--- src/sv/msp_pkg.sv ---
package msp_pkg;

  // Array bounds
  localparam int MAX_ROWS = 8;
  localparam int MAX_COLS = 8;

  // Field widths
  localparam int ELEM_W    = 32;
  localparam int DIM_W     = 4;
  localparam int IDX_OUT_W = 3;

  // Index and count widths derived from the bounds
  localparam int ROW_W     = (MAX_ROWS > 1) ? $clog2(MAX_ROWS) : 1;
  localparam int COL_W     = (MAX_COLS > 1) ? $clog2(MAX_COLS) : 1;
  localparam int ROW_CNT_W = $clog2(MAX_ROWS + 1);
  localparam int COL_CNT_W = $clog2(MAX_COLS + 1);
  localparam int DEPTH     = MAX_ROWS * MAX_COLS;
  localparam int ADDR_W    = (DEPTH > 1) ? $clog2(DEPTH) : 1;

  // Configuration register indexes
  localparam int CFG_IDX_W = 1;
  typedef enum logic [CFG_IDX_W-1:0] {
    CFG_NUM_ROWS = 1'b0,
    CFG_NUM_COLS = 1'b1
  } cfg_reg_e;

  // Controller states
  typedef enum logic [1:0] {
    ST_LOAD,
    ST_READ,
    ST_CHECK,
    ST_FINISH
  } ctrl_state_e;

  // Controller to datapath
  typedef struct packed {
    logic load;        // store one incoming element
    logic scan_start;  // clear scan position and pending result
    logic rd_en;       // read stored element at scan position
    logic take;        // act on the compare result, advance scan
    logic finish;      // emit final result
  } dp_cmd_t;

  // Datapath to controller
  typedef struct packed {
    logic load_last;   // current load position is the final element
    logic saddle;      // element read back is a saddle point
    logic pend_valid;  // a saddle point is held back
    logic out_free;    // output register can take a result this cycle
    logic scan_last;   // scan is at the final element
  } dp_sts_t;

endpackage

--- src/sv/msp_elem_if.sv ---
interface msp_elem_if
  import msp_pkg::*;
();
  logic                     valid;
  logic                     ready;
  logic signed [ELEM_W-1:0] element_value;

  modport source (output valid, output element_value, input ready);
  modport sink   (input valid, input element_value, output ready);
endinterface

--- src/sv/msp_res_if.sv ---
interface msp_res_if
  import msp_pkg::*;
();
  logic                     valid;
  logic                     ready;
  logic [IDX_OUT_W-1:0]     row_index;
  logic [IDX_OUT_W-1:0]     col_index;
  logic signed [ELEM_W-1:0] point_value;
  logic                     none_found;
  logic                     last_result;

  modport source (output valid, output row_index, output col_index, output point_value,
                  output none_found, output last_result, input ready);
  modport sink   (input valid, input row_index, input col_index, input point_value,
                  input none_found, input last_result, output ready);
endinterface

--- src/sv/msp_ram.sv ---
module msp_ram #(
  parameter int WIDTH = 32,
  parameter int DEPTH = 64,
  parameter int AW    = (DEPTH > 1) ? $clog2(DEPTH) : 1
) (
  input  logic             clk_i,
  input  logic             we_i,
  input  logic [AW-1:0]    waddr_i,
  input  logic [WIDTH-1:0] wdata_i,
  input  logic             re_i,
  input  logic [AW-1:0]    raddr_i,
  output logic [WIDTH-1:0] rdata_o
);

  logic [WIDTH-1:0] mem_q [DEPTH];
  logic [WIDTH-1:0] rdata_q;

  // One write port, one registered read port
  always_ff @(posedge clk_i) begin
    if (we_i) begin
      mem_q[waddr_i] <= wdata_i;
    end
    if (re_i) begin
      rdata_q <= mem_q[raddr_i];
    end
  end

  assign rdata_o = rdata_q;

endmodule

--- src/sv/msp_dp.sv ---
module msp_dp
  import msp_pkg::*;
(
  input  logic                     clk_i,
  input  logic                     rst_ni,
  input  logic                     cfg_we_i,
  input  logic [CFG_IDX_W-1:0]     cfg_idx_i,
  input  logic [DIM_W-1:0]         cfg_data_i,
  input  logic signed [ELEM_W-1:0] elem_value_i,
  input  dp_cmd_t                  cmd_i,
  output dp_sts_t                  sts_o,
  input  logic                     out_ready_i,
  output logic                     out_valid_o,
  output logic [IDX_OUT_W-1:0]     out_row_o,
  output logic [IDX_OUT_W-1:0]     out_col_o,
  output logic signed [ELEM_W-1:0] out_value_o,
  output logic                     out_none_o,
  output logic                     out_last_o
);

  // Configuration and load position
  logic [DIM_W-1:0]     num_rows_q, num_cols_q;
  logic [ROW_W-1:0]     load_row_q;
  logic [COL_W-1:0]     load_col_q;
  logic [ROW_CNT_W-1:0] rows_c;
  logic [COL_CNT_W-1:0] cols_c;
  logic [ROW_W-1:0]     cur_r;
  logic [COL_W-1:0]     cur_c;
  logic                 stale;
  logic                 last_col, last_row;

  // Running extremes
  logic signed [ELEM_W-1:0] row_min_q [MAX_ROWS];
  logic signed [ELEM_W-1:0] row_max_q [MAX_ROWS];
  logic signed [ELEM_W-1:0] col_min_q [MAX_COLS];
  logic signed [ELEM_W-1:0] col_max_q [MAX_COLS];

  // Scan position, pending result, output register
  logic [ROW_W-1:0]         scan_r_q;
  logic [COL_W-1:0]         scan_c_q;
  logic                     pend_valid_q;
  logic [ROW_W-1:0]         pend_r_q;
  logic [COL_W-1:0]         pend_c_q;
  logic signed [ELEM_W-1:0] pend_v_q;
  logic                     out_valid_q;
  logic [IDX_OUT_W-1:0]     out_row_q, out_col_q;
  logic signed [ELEM_W-1:0] out_value_q;
  logic                     out_none_q, out_last_q;

  logic signed [ELEM_W-1:0] rd_data;
  logic [ELEM_W-1:0]        rd_raw;
  logic [ADDR_W-1:0]        waddr, raddr;
  logic                     scan_last_c, scan_last_r;
  logic                     saddle;
  logic                     push_pend;

  // Dimensions: zero acts as one, above the bound acts as the bound
  always_comb begin
    if (num_rows_q == '0) begin
      rows_c = ROW_CNT_W'(1);
    end else if (int'(num_rows_q) > MAX_ROWS) begin
      rows_c = ROW_CNT_W'(MAX_ROWS);
    end else begin
      rows_c = ROW_CNT_W'(num_rows_q);
    end
    if (num_cols_q == '0) begin
      cols_c = COL_CNT_W'(1);
    end else if (int'(num_cols_q) > MAX_COLS) begin
      cols_c = COL_CNT_W'(MAX_COLS);
    end else begin
      cols_c = COL_CNT_W'(num_cols_q);
    end
  end

  // Effective load position, restarted if left outside the matrix
  assign stale    = (ROW_CNT_W'(load_row_q) >= rows_c) || (COL_CNT_W'(load_col_q) >= cols_c);
  assign cur_r    = stale ? '0 : load_row_q;
  assign cur_c    = stale ? '0 : load_col_q;
  assign last_col = (COL_CNT_W'(cur_c) + COL_CNT_W'(1)) == cols_c;
  assign last_row = (ROW_CNT_W'(cur_r) + ROW_CNT_W'(1)) == rows_c;

  // Configuration writes and load position
  always_ff @(posedge clk_i or negedge rst_ni) begin
    if (!rst_ni) begin
      num_rows_q <= DIM_W'(MAX_ROWS);
      num_cols_q <= DIM_W'(MAX_COLS);
      load_row_q <= '0;
      load_col_q <= '0;
    end else if (cfg_we_i) begin
      unique case (cfg_reg_e'(cfg_idx_i))
        CFG_NUM_ROWS: num_rows_q <= cfg_data_i;
        CFG_NUM_COLS: num_cols_q <= cfg_data_i;
        default: ;
      endcase
      load_row_q <= '0;
      load_col_q <= '0;
    end else if (cmd_i.load) begin
      if (last_col) begin
        load_col_q <= '0;
        load_row_q <= last_row ? '0 : cur_r + ROW_W'(1);
      end else begin
        load_row_q <= cur_r;
        load_col_q <= cur_c + COL_W'(1);
      end
    end
  end

  // Row and column extremes; first element of a row or column seeds them
  always_ff @(posedge clk_i) begin
    if (cmd_i.load) begin
      if (cur_c == '0 || elem_value_i < row_min_q[cur_r]) begin
        row_min_q[cur_r] <= elem_value_i;
      end
      if (cur_c == '0 || elem_value_i > row_max_q[cur_r]) begin
        row_max_q[cur_r] <= elem_value_i;
      end
      if (cur_r == '0 || elem_value_i < col_min_q[cur_c]) begin
        col_min_q[cur_c] <= elem_value_i;
      end
      if (cur_r == '0 || elem_value_i > col_max_q[cur_c]) begin
        col_max_q[cur_c] <= elem_value_i;
      end
    end
  end

  // Element store
  assign waddr = ADDR_W'(int'(cur_r) * MAX_COLS + int'(cur_c));
  assign raddr = ADDR_W'(int'(scan_r_q) * MAX_COLS + int'(scan_c_q));

  msp_ram #(
    .WIDTH (ELEM_W),
    .DEPTH (DEPTH)
  ) u_store (
    .clk_i   (clk_i),
    .we_i    (cmd_i.load),
    .waddr_i (waddr),
    .wdata_i (elem_value_i),
    .re_i    (cmd_i.rd_en),
    .raddr_i (raddr),
    .rdata_o (rd_raw)
  );

  assign rd_data = rd_raw;

  // Saddle test on the element read back
  assign saddle = ((rd_data == row_min_q[scan_r_q]) && (rd_data == col_max_q[scan_c_q])) ||
                  ((rd_data == row_max_q[scan_r_q]) && (rd_data == col_min_q[scan_c_q]));
  assign scan_last_c = (COL_CNT_W'(scan_c_q) + COL_CNT_W'(1)) == cols_c;
  assign scan_last_r = (ROW_CNT_W'(scan_r_q) + ROW_CNT_W'(1)) == rows_c;
  assign push_pend   = cmd_i.take && saddle && pend_valid_q;

  // Scan position, pending flag, output valid
  always_ff @(posedge clk_i or negedge rst_ni) begin
    if (!rst_ni) begin
      scan_r_q     <= '0;
      scan_c_q     <= '0;
      pend_valid_q <= 1'b0;
      out_valid_q  <= 1'b0;
    end else begin
      if (cmd_i.scan_start) begin
        scan_r_q     <= '0;
        scan_c_q     <= '0;
        pend_valid_q <= 1'b0;
      end else if (cmd_i.take) begin
        if (scan_last_c) begin
          scan_c_q <= '0;
          scan_r_q <= scan_r_q + ROW_W'(1);
        end else begin
          scan_c_q <= scan_c_q + COL_W'(1);
        end
        if (saddle) begin
          pend_valid_q <= 1'b1;
        end
      end else if (cmd_i.finish) begin
        pend_valid_q <= 1'b0;
      end
      if (push_pend || cmd_i.finish) begin
        out_valid_q <= 1'b1;
      end else if (out_ready_i) begin
        out_valid_q <= 1'b0;
      end
    end
  end

  // Pending and output payload
  always_ff @(posedge clk_i) begin
    if (cmd_i.take && saddle) begin
      pend_r_q <= scan_r_q;
      pend_c_q <= scan_c_q;
      pend_v_q <= rd_data;
    end
    if (push_pend || (cmd_i.finish && pend_valid_q)) begin
      out_row_q   <= IDX_OUT_W'(pend_r_q);
      out_col_q   <= IDX_OUT_W'(pend_c_q);
      out_value_q <= pend_v_q;
      out_none_q  <= 1'b0;
      out_last_q  <= cmd_i.finish;
    end else if (cmd_i.finish) begin
      out_row_q   <= '0;
      out_col_q   <= '0;
      out_value_q <= '0;
      out_none_q  <= 1'b1;
      out_last_q  <= 1'b1;
    end
  end

  // Status back to the controller
  always_comb begin
    sts_o.load_last  = last_col && last_row;
    sts_o.saddle     = saddle;
    sts_o.pend_valid = pend_valid_q;
    sts_o.out_free   = !out_valid_q || out_ready_i;
    sts_o.scan_last  = scan_last_c && scan_last_r;
  end

  assign out_valid_o = out_valid_q;
  assign out_row_o   = out_row_q;
  assign out_col_o   = out_col_q;
  assign out_value_o = out_value_q;
  assign out_none_o  = out_none_q;
  assign out_last_o  = out_last_q;

endmodule

--- src/sv/msp_ctrl.sv ---
module msp_ctrl
  import msp_pkg::*;
(
  input  logic    clk_i,
  input  logic    rst_ni,
  input  logic    in_valid_i,
  output logic    in_ready_o,
  input  dp_sts_t sts_i,
  output dp_cmd_t cmd_o
);

  ctrl_state_e state_q, state_d;

  // State register
  always_ff @(posedge clk_i or negedge rst_ni) begin
    if (!rst_ni) begin
      state_q <= ST_LOAD;
    end else begin
      state_q <= state_d;
    end
  end

  // Next state and commands
  always_comb begin
    state_d    = state_q;
    cmd_o      = '0;
    in_ready_o = 1'b0;
    unique case (state_q)
      ST_LOAD: begin
        in_ready_o = 1'b1;
        if (in_valid_i) begin
          cmd_o.load = 1'b1;
          if (sts_i.load_last) begin
            cmd_o.scan_start = 1'b1;
            state_d          = ST_READ;
          end
        end
      end
      ST_READ: begin
        cmd_o.rd_en = 1'b1;
        state_d     = ST_CHECK;
      end
      ST_CHECK: begin
        // a new hit pushes the held one out, so the output must be free
        if (!(sts_i.saddle && sts_i.pend_valid && !sts_i.out_free)) begin
          cmd_o.take = 1'b1;
          state_d    = sts_i.scan_last ? ST_FINISH : ST_READ;
        end
      end
      ST_FINISH: begin
        if (sts_i.out_free) begin
          cmd_o.finish = 1'b1;
          state_d      = ST_LOAD;
        end
      end
      default: state_d = ST_LOAD;
    endcase
  end

endmodule

--- src/sv/matrix_saddle_point_finder.sv ---
// Matrix saddle point finder.
// elem_i takes the matrix elements in row-major order, one signed 32-bit
// value per transfer, rows x columns as set by the num_rows / num_cols
// registers (index 0 and 1 of the write port; 0 acts as 1, values above the
// bound act as the bound). Any register write restarts loading at row 0.
// Elements load at one per cycle. The transfer of the final element starts a
// scan of the element store: each stored element gets one RAM read, then one
// compare against the row and column extremes. Each hit is held back until
// the next hit or the end of the scan shows whether it is the last one, so the
// first result shows when the second saddle point is checked, or at the end.
// res_o gives each saddle point (row, column, value) in row-major order, the
// final one with last_result set, or one result with none_found set.
// elem_i is not ready during the scan. A stall on res_o holds the scan once
// a second hit has to go out; the output register holds its result stable.
// Reset clears the position and output valid and sets both dimensions to 8.
module matrix_saddle_point_finder
  import msp_pkg::*;
(
  input  logic                 clk_i,
  input  logic                 rst_ni,
  input  logic                 cfg_we_i,
  input  logic [CFG_IDX_W-1:0] cfg_idx_i,
  input  logic [DIM_W-1:0]     cfg_data_i,
  msp_elem_if.sink             elem_i,
  msp_res_if.source            res_o
);

  dp_cmd_t cmd;
  dp_sts_t sts;

  msp_ctrl u_ctrl (
    .clk_i      (clk_i),
    .rst_ni     (rst_ni),
    .in_valid_i (elem_i.valid),
    .in_ready_o (elem_i.ready),
    .sts_i      (sts),
    .cmd_o      (cmd)
  );

  msp_dp u_dp (
    .clk_i        (clk_i),
    .rst_ni       (rst_ni),
    .cfg_we_i     (cfg_we_i),
    .cfg_idx_i    (cfg_idx_i),
    .cfg_data_i   (cfg_data_i),
    .elem_value_i (elem_i.element_value),
    .cmd_i        (cmd),
    .sts_o        (sts),
    .out_ready_i  (res_o.ready),
    .out_valid_o  (res_o.valid),
    .out_row_o    (res_o.row_index),
    .out_col_o    (res_o.col_index),
    .out_value_o  (res_o.point_value),
    .out_none_o   (res_o.none_found),
    .out_last_o   (res_o.last_result)
  );

endmodule
--- src/flat_wrapper.sv ---
// flat-port wrapper written by rule: the top's interface ports become plain ports
module matrix_saddle_point_finder_flat import msp_pkg::*;
  (clk_i, rst_ni, cfg_we_i, cfg_idx_i, cfg_data_i, elem_i_valid, elem_i_element_value, elem_i_ready, res_o_valid, res_o_row_index, res_o_col_index, res_o_point_value, res_o_none_found, res_o_last_result, res_o_ready);
  msp_elem_if elem_i_i ();
  msp_res_if res_o_i ();
  input  logic clk_i;
  input  logic rst_ni;
  input  logic cfg_we_i;
  input  logic [CFG_IDX_W-1:0] cfg_idx_i;
  input  logic [DIM_W-1:0] cfg_data_i;
  input wire logic [$bits(elem_i_i.valid)-1:0] elem_i_valid;
  input wire logic [$bits(elem_i_i.element_value)-1:0] elem_i_element_value;
  output wire logic [$bits(elem_i_i.ready)-1:0] elem_i_ready;
  output wire logic [$bits(res_o_i.valid)-1:0] res_o_valid;
  output wire logic [$bits(res_o_i.row_index)-1:0] res_o_row_index;
  output wire logic [$bits(res_o_i.col_index)-1:0] res_o_col_index;
  output wire logic [$bits(res_o_i.point_value)-1:0] res_o_point_value;
  output wire logic [$bits(res_o_i.none_found)-1:0] res_o_none_found;
  output wire logic [$bits(res_o_i.last_result)-1:0] res_o_last_result;
  input wire logic [$bits(res_o_i.ready)-1:0] res_o_ready;
  assign elem_i_i.valid = elem_i_valid;
  assign elem_i_i.element_value = elem_i_element_value;
  assign elem_i_ready = elem_i_i.ready;
  assign res_o_valid = res_o_i.valid;
  assign res_o_row_index = res_o_i.row_index;
  assign res_o_col_index = res_o_i.col_index;
  assign res_o_point_value = res_o_i.point_value;
  assign res_o_none_found = res_o_i.none_found;
  assign res_o_last_result = res_o_i.last_result;
  assign res_o_i.ready = res_o_ready;
  matrix_saddle_point_finder u_core (.clk_i(clk_i), .rst_ni(rst_ni), .cfg_we_i(cfg_we_i), .cfg_idx_i(cfg_idx_i), .cfg_data_i(cfg_data_i), .elem_i(elem_i_i), .res_o(res_o_i));
endmodule
--- config.mk ---
export PLATFORM = sky130hd
export DESIGN_NAME = matrix_saddle_point_finder_flat
export DESIGN_NICKNAME = d
export VERILOG_FILES = /design/src/sv/msp_pkg.sv /design/src/sv/msp_elem_if.sv /design/src/sv/msp_res_if.sv /design/src/sv/msp_ram.sv /design/src/sv/msp_dp.sv /design/src/sv/msp_ctrl.sv /design/src/sv/matrix_saddle_point_finder.sv /design/src/flat_wrapper.sv
export SDC_FILE = /design/constraint.sdc
export NUM_CORES = 2
export LEC_CHECK = 0
export BUFFER_PORTS_ARGS = -buffer_cell sky130_fd_sc_hd__buf_2
export CAP_MARGIN = 10
export CORE_MARGIN = 3
export CORE_UTILIZATION = 25
export CTS_CLUSTER_DIAMETER = 50
export DETAILED_ROUTE_END_ITERATION = 7
export PLACE_DENSITY = 0.35
export RECOVER_POWER = 25
export SYNTH_ARGS = -nofsm -noshare
export SYNTH_HDL_FRONTEND = slang
export SYNTH_HIERARCHICAL = 1
export SYNTH_SLANG_ARGS = --single-unit
--- constraint.sdc ---
create_clock -name clk_i -period 19.9 [get_ports clk_i]
set_input_delay 3.98 -clock clk_i [delete_from_list [all_inputs] [get_ports clk_i]]
set_output_delay 3.98 -clock clk_i [all_outputs]
set_load 0.005 [all_outputs]
==> flow_summary.ini <==
[final_layout]
drive_gt1_share_pct = 25.4
area_growth_pct = 19.5
instances_no_fill = 14800
fin_area_mm2 = 0.159
nets = 7580

[synth]
synth.yosys.warnings = 6
ys_ff_latch = 3206
yosysTopAreaCell = edfxtp_1
synth_sequential_area_ratio_pct = 72.3
ys_async_sr_fraction_pct = 0.749
syn_inst = 6943
synth_top_area_share_pct = 71.8
syn-num-nets = 7123
ys_types = 86
synth_simple_gate_area_share_pct = 3.43
ys_top_cells_by_area = edfxtp_1 72%, mux4_2 13%, mux2i_1 3.2%
synth-compound-area-share_pct = 4.41
syn_area_mm2 = 0.133
synth_xor_area_share_pct = 0.741
synthFlopType = edfxtp_1
synth.area.mux_share_pct = 16.3
synth_top_family_by_area = multiplexers
synth.avg_cell_area_um2 = 19.2
synthAdderAreaFrac_pct = 1.30
synth.most_common_cell = edfxtp_1
synth_edf_count = 3181
netlist_top_cells_count = 3181 x edfxtp_1, 745 x mux4_2, 442 x nand2_1

[global_route]
met2_usage_pct = 30.8
overflow = 0
grt_pass1_vias = 76000
grt_pass1_wl_um = 692000
globalRouteMet1Util_pct = 25.9
grt_max_degree = 83
grt_util_met3_pct = 2.40
top_usage_layer = met2
antenna_found_initial = 56
track_usage_pct = 18.6

[sta]
min_period_over_period_pct = 58.1
skew_ps = 65.1
finalSetupTns_ps = 0
rsz0062_at_grt = no
fmax_mhz = 86.5
report.final.slew_viol_count = 1756
finalSetupViolCount = 0
slew_headroom_pct = -174
finalCriticalPeriod_ps = 11560
hold_violations = 0
worst_pin_slew_ps = 4110

[worst_setup_path]
slowest_stage = clkbuf_1
worstPathArrival_ps = 12180
worstSetupStartpointType = input port
reg2reg_slack_ps = 10410
crit_path_end_kind = flop
critPathRequiredTime_ps = 20520
crit_buf_inv = 3
worstSetupPathType = input port to flop
critPathMaxFanout = 57
crit_chain = clkbuf_1 > clkbuf_1 > ha_1 > nand2_1 > or4_1 > or3_1 > nor2_1 > o31a_1 > nor3_1 > and4b_1 > o31a_1 > nor2_4 > buf_4
slowest_delay_ps = 2450
cpLargestDelayFamily = buffers and inverters

[clock_network]
cts_tree = yes
cts.clk_slew.worst_paths_ps = 50
cts_htree_levels = 5
post_cts_resized = 0
numCtsBuffers = 459
insertion_delay_ps = 1020
cts_max_path_buffers = 4
hold_buffers = 0
clkSinkCount = 3206
postCtsSetupBuffers = 0
cts_root_buf = clkbuf_16

[routing]
drtPass1Iterations = 8
wire_per_inst_um = 34.7
drtIter0Drc = 8063
post-route-drc-count = 0
wl_um = 514000
avgViaCountPerCell = 4.98
ant_nets = 0
vias = 73800

[placement]
placedInstanceArea_mm2 = 0.144
hpwl_um = 302000
gp_congestion = 0.837
placedCellCount = 13900
port_buffers = 83

[status]
status = finished, violations left
violations = max-capacitance violations, max-slew violations

[power_and_ir_drop]
ir_drop_uv = 85.8
p_leak_nw = 50.3
p_total_mw = 18.0
powerDensity_mw_per_mm2 = 113

[floorplan]
initial_core_util_pct = 25.1
die_y_um = 735
core-area_mm2 = 0.530
die_area_mm2 = 0.541
ios = 84
die_x_um = 735
std_cell_rows = 267

[run]
drv_cap = 47

[hold_path]
hold_path_class = flop to flop
per-stage QoR:
stage                     hold WS, ps  utilization, %  setup WS (ps)
after floorplan                   424               -           9970
after global placement            450            27.1          10600
after detailed placement          462            27.1          10590
after CTS                         474            30.1          11070
after global routing              541            30.0           7780
final                             473            30.0           8340
tightest hold or removal path, cell delays in order, from the launching register on:
cell and delay [ps]:
dfxtp_1 320, nor2_1 50, nor2_1 70
layout make-up:
cell class | count | area [um^2]
inverter | 28 | 109
sequential | 3206 | 96200
antenna | 32 | 80.1
tap | 6994 | 8750
timing repair buffer | 397 | 2660
fill | 51400 | 371000
multi-input combinational | 3308 | 35700
clock buffer | 530 | 11800
clock inverter | 324 | 3680
path summary, 6_finish.rpt:
path	startpoint	end	depth (start not counted)
worst max-delay path	elem_i_element_value[19]	u_core/u_dp/row_max_q[7][5]	13
worst min-delay path	u_core/u_dp/out_none_o	u_core/u_dp/out_none_o	2
worst max register to register	u_core/u_dp/scan_r_q[1]	u_core/u_dp/out_value_o[5]	17
worst min register to register	u_core/u_dp/out_none_o	u_core/u_dp/out_none_o	2
max in group asynchronous	rst_ni	u_core/u_dp/load_row_q[1]	1
min in group asynchronous	rst_ni	u_core/u_dp/out_valid_o	1
metal layers:
layer  up-vias  wire (um)
met2      2401     245000
met1     40800     230000
met4         8      13900
met3       605      24800
li1      30100          -
met5         -         42
logic make-up (layout without fill, tap and decap cells):
kind of cell,Yosys count,after routing
XOR/XNOR,111,111
buffers and inverters,429,1279
multiplexers,1214,1214
AND/OR/NAND/NOR,1006,1006
flip-flops,3206,3206
other,0,32
adder cells (fa/ha/maj),138,138
AO/OA/AOI/OAI,839,839
registers in the layout (all words and copies together), names as in the netlist, 4 cells and up:
name,cells
u_core/u_dp/num_cols_q,4
u_core/u_dp/out_value_o,32
u_core/u_dp/u_store/mem_q,2048
u_core/u_dp/u_store/rdata_o,32
u_core/u_dp/row_max_q,256
u_core/u_dp/row_min_q,256
u_core/u_dp/pend_v_q,32
u_core/u_dp/col_min_q,256
u_core/u_dp/col_max_q,256
u_core/u_dp/num_rows_q,4
power by group:
part / leakage (nW) / switching, mW / internal [mW]
combinational: 13.7 / 1.30 / 0.865
clock: 7.47 / 3.20 / 5.06
sequential: 29.1 / 0.0572 / 7.53
placed cells by master (no fill, tap or decap), drive strengths merged, types with 40 or more instances in the layout:
cell type / netlist / final
a222oi: 67 / 67
xnor2: 63 / 63
bufinv: 0 / 60
clkinv: 0 / 182
a22oi: 78 / 78
nor3: 46 / 46
mux2i: 420 / 420
ha: 138 / 138
mux4: 754 / 754
xor2: 47 / 47
nand4: 40 / 40
edfxtp: 3181 / 3181
a21o: 40 / 40
a21oi: 192 / 192
buf: 189 / 333
mux2: 40 / 40
o22ai: 115 / 115
a221oi: 90 / 90
inv: 28 / 74
nor2: 237 / 237
clkbuf: 212 / 594
o21ai: 101 / 101
nand2: 442 / 442
and2: 47 / 47
(Power assumes the default switching activity.)
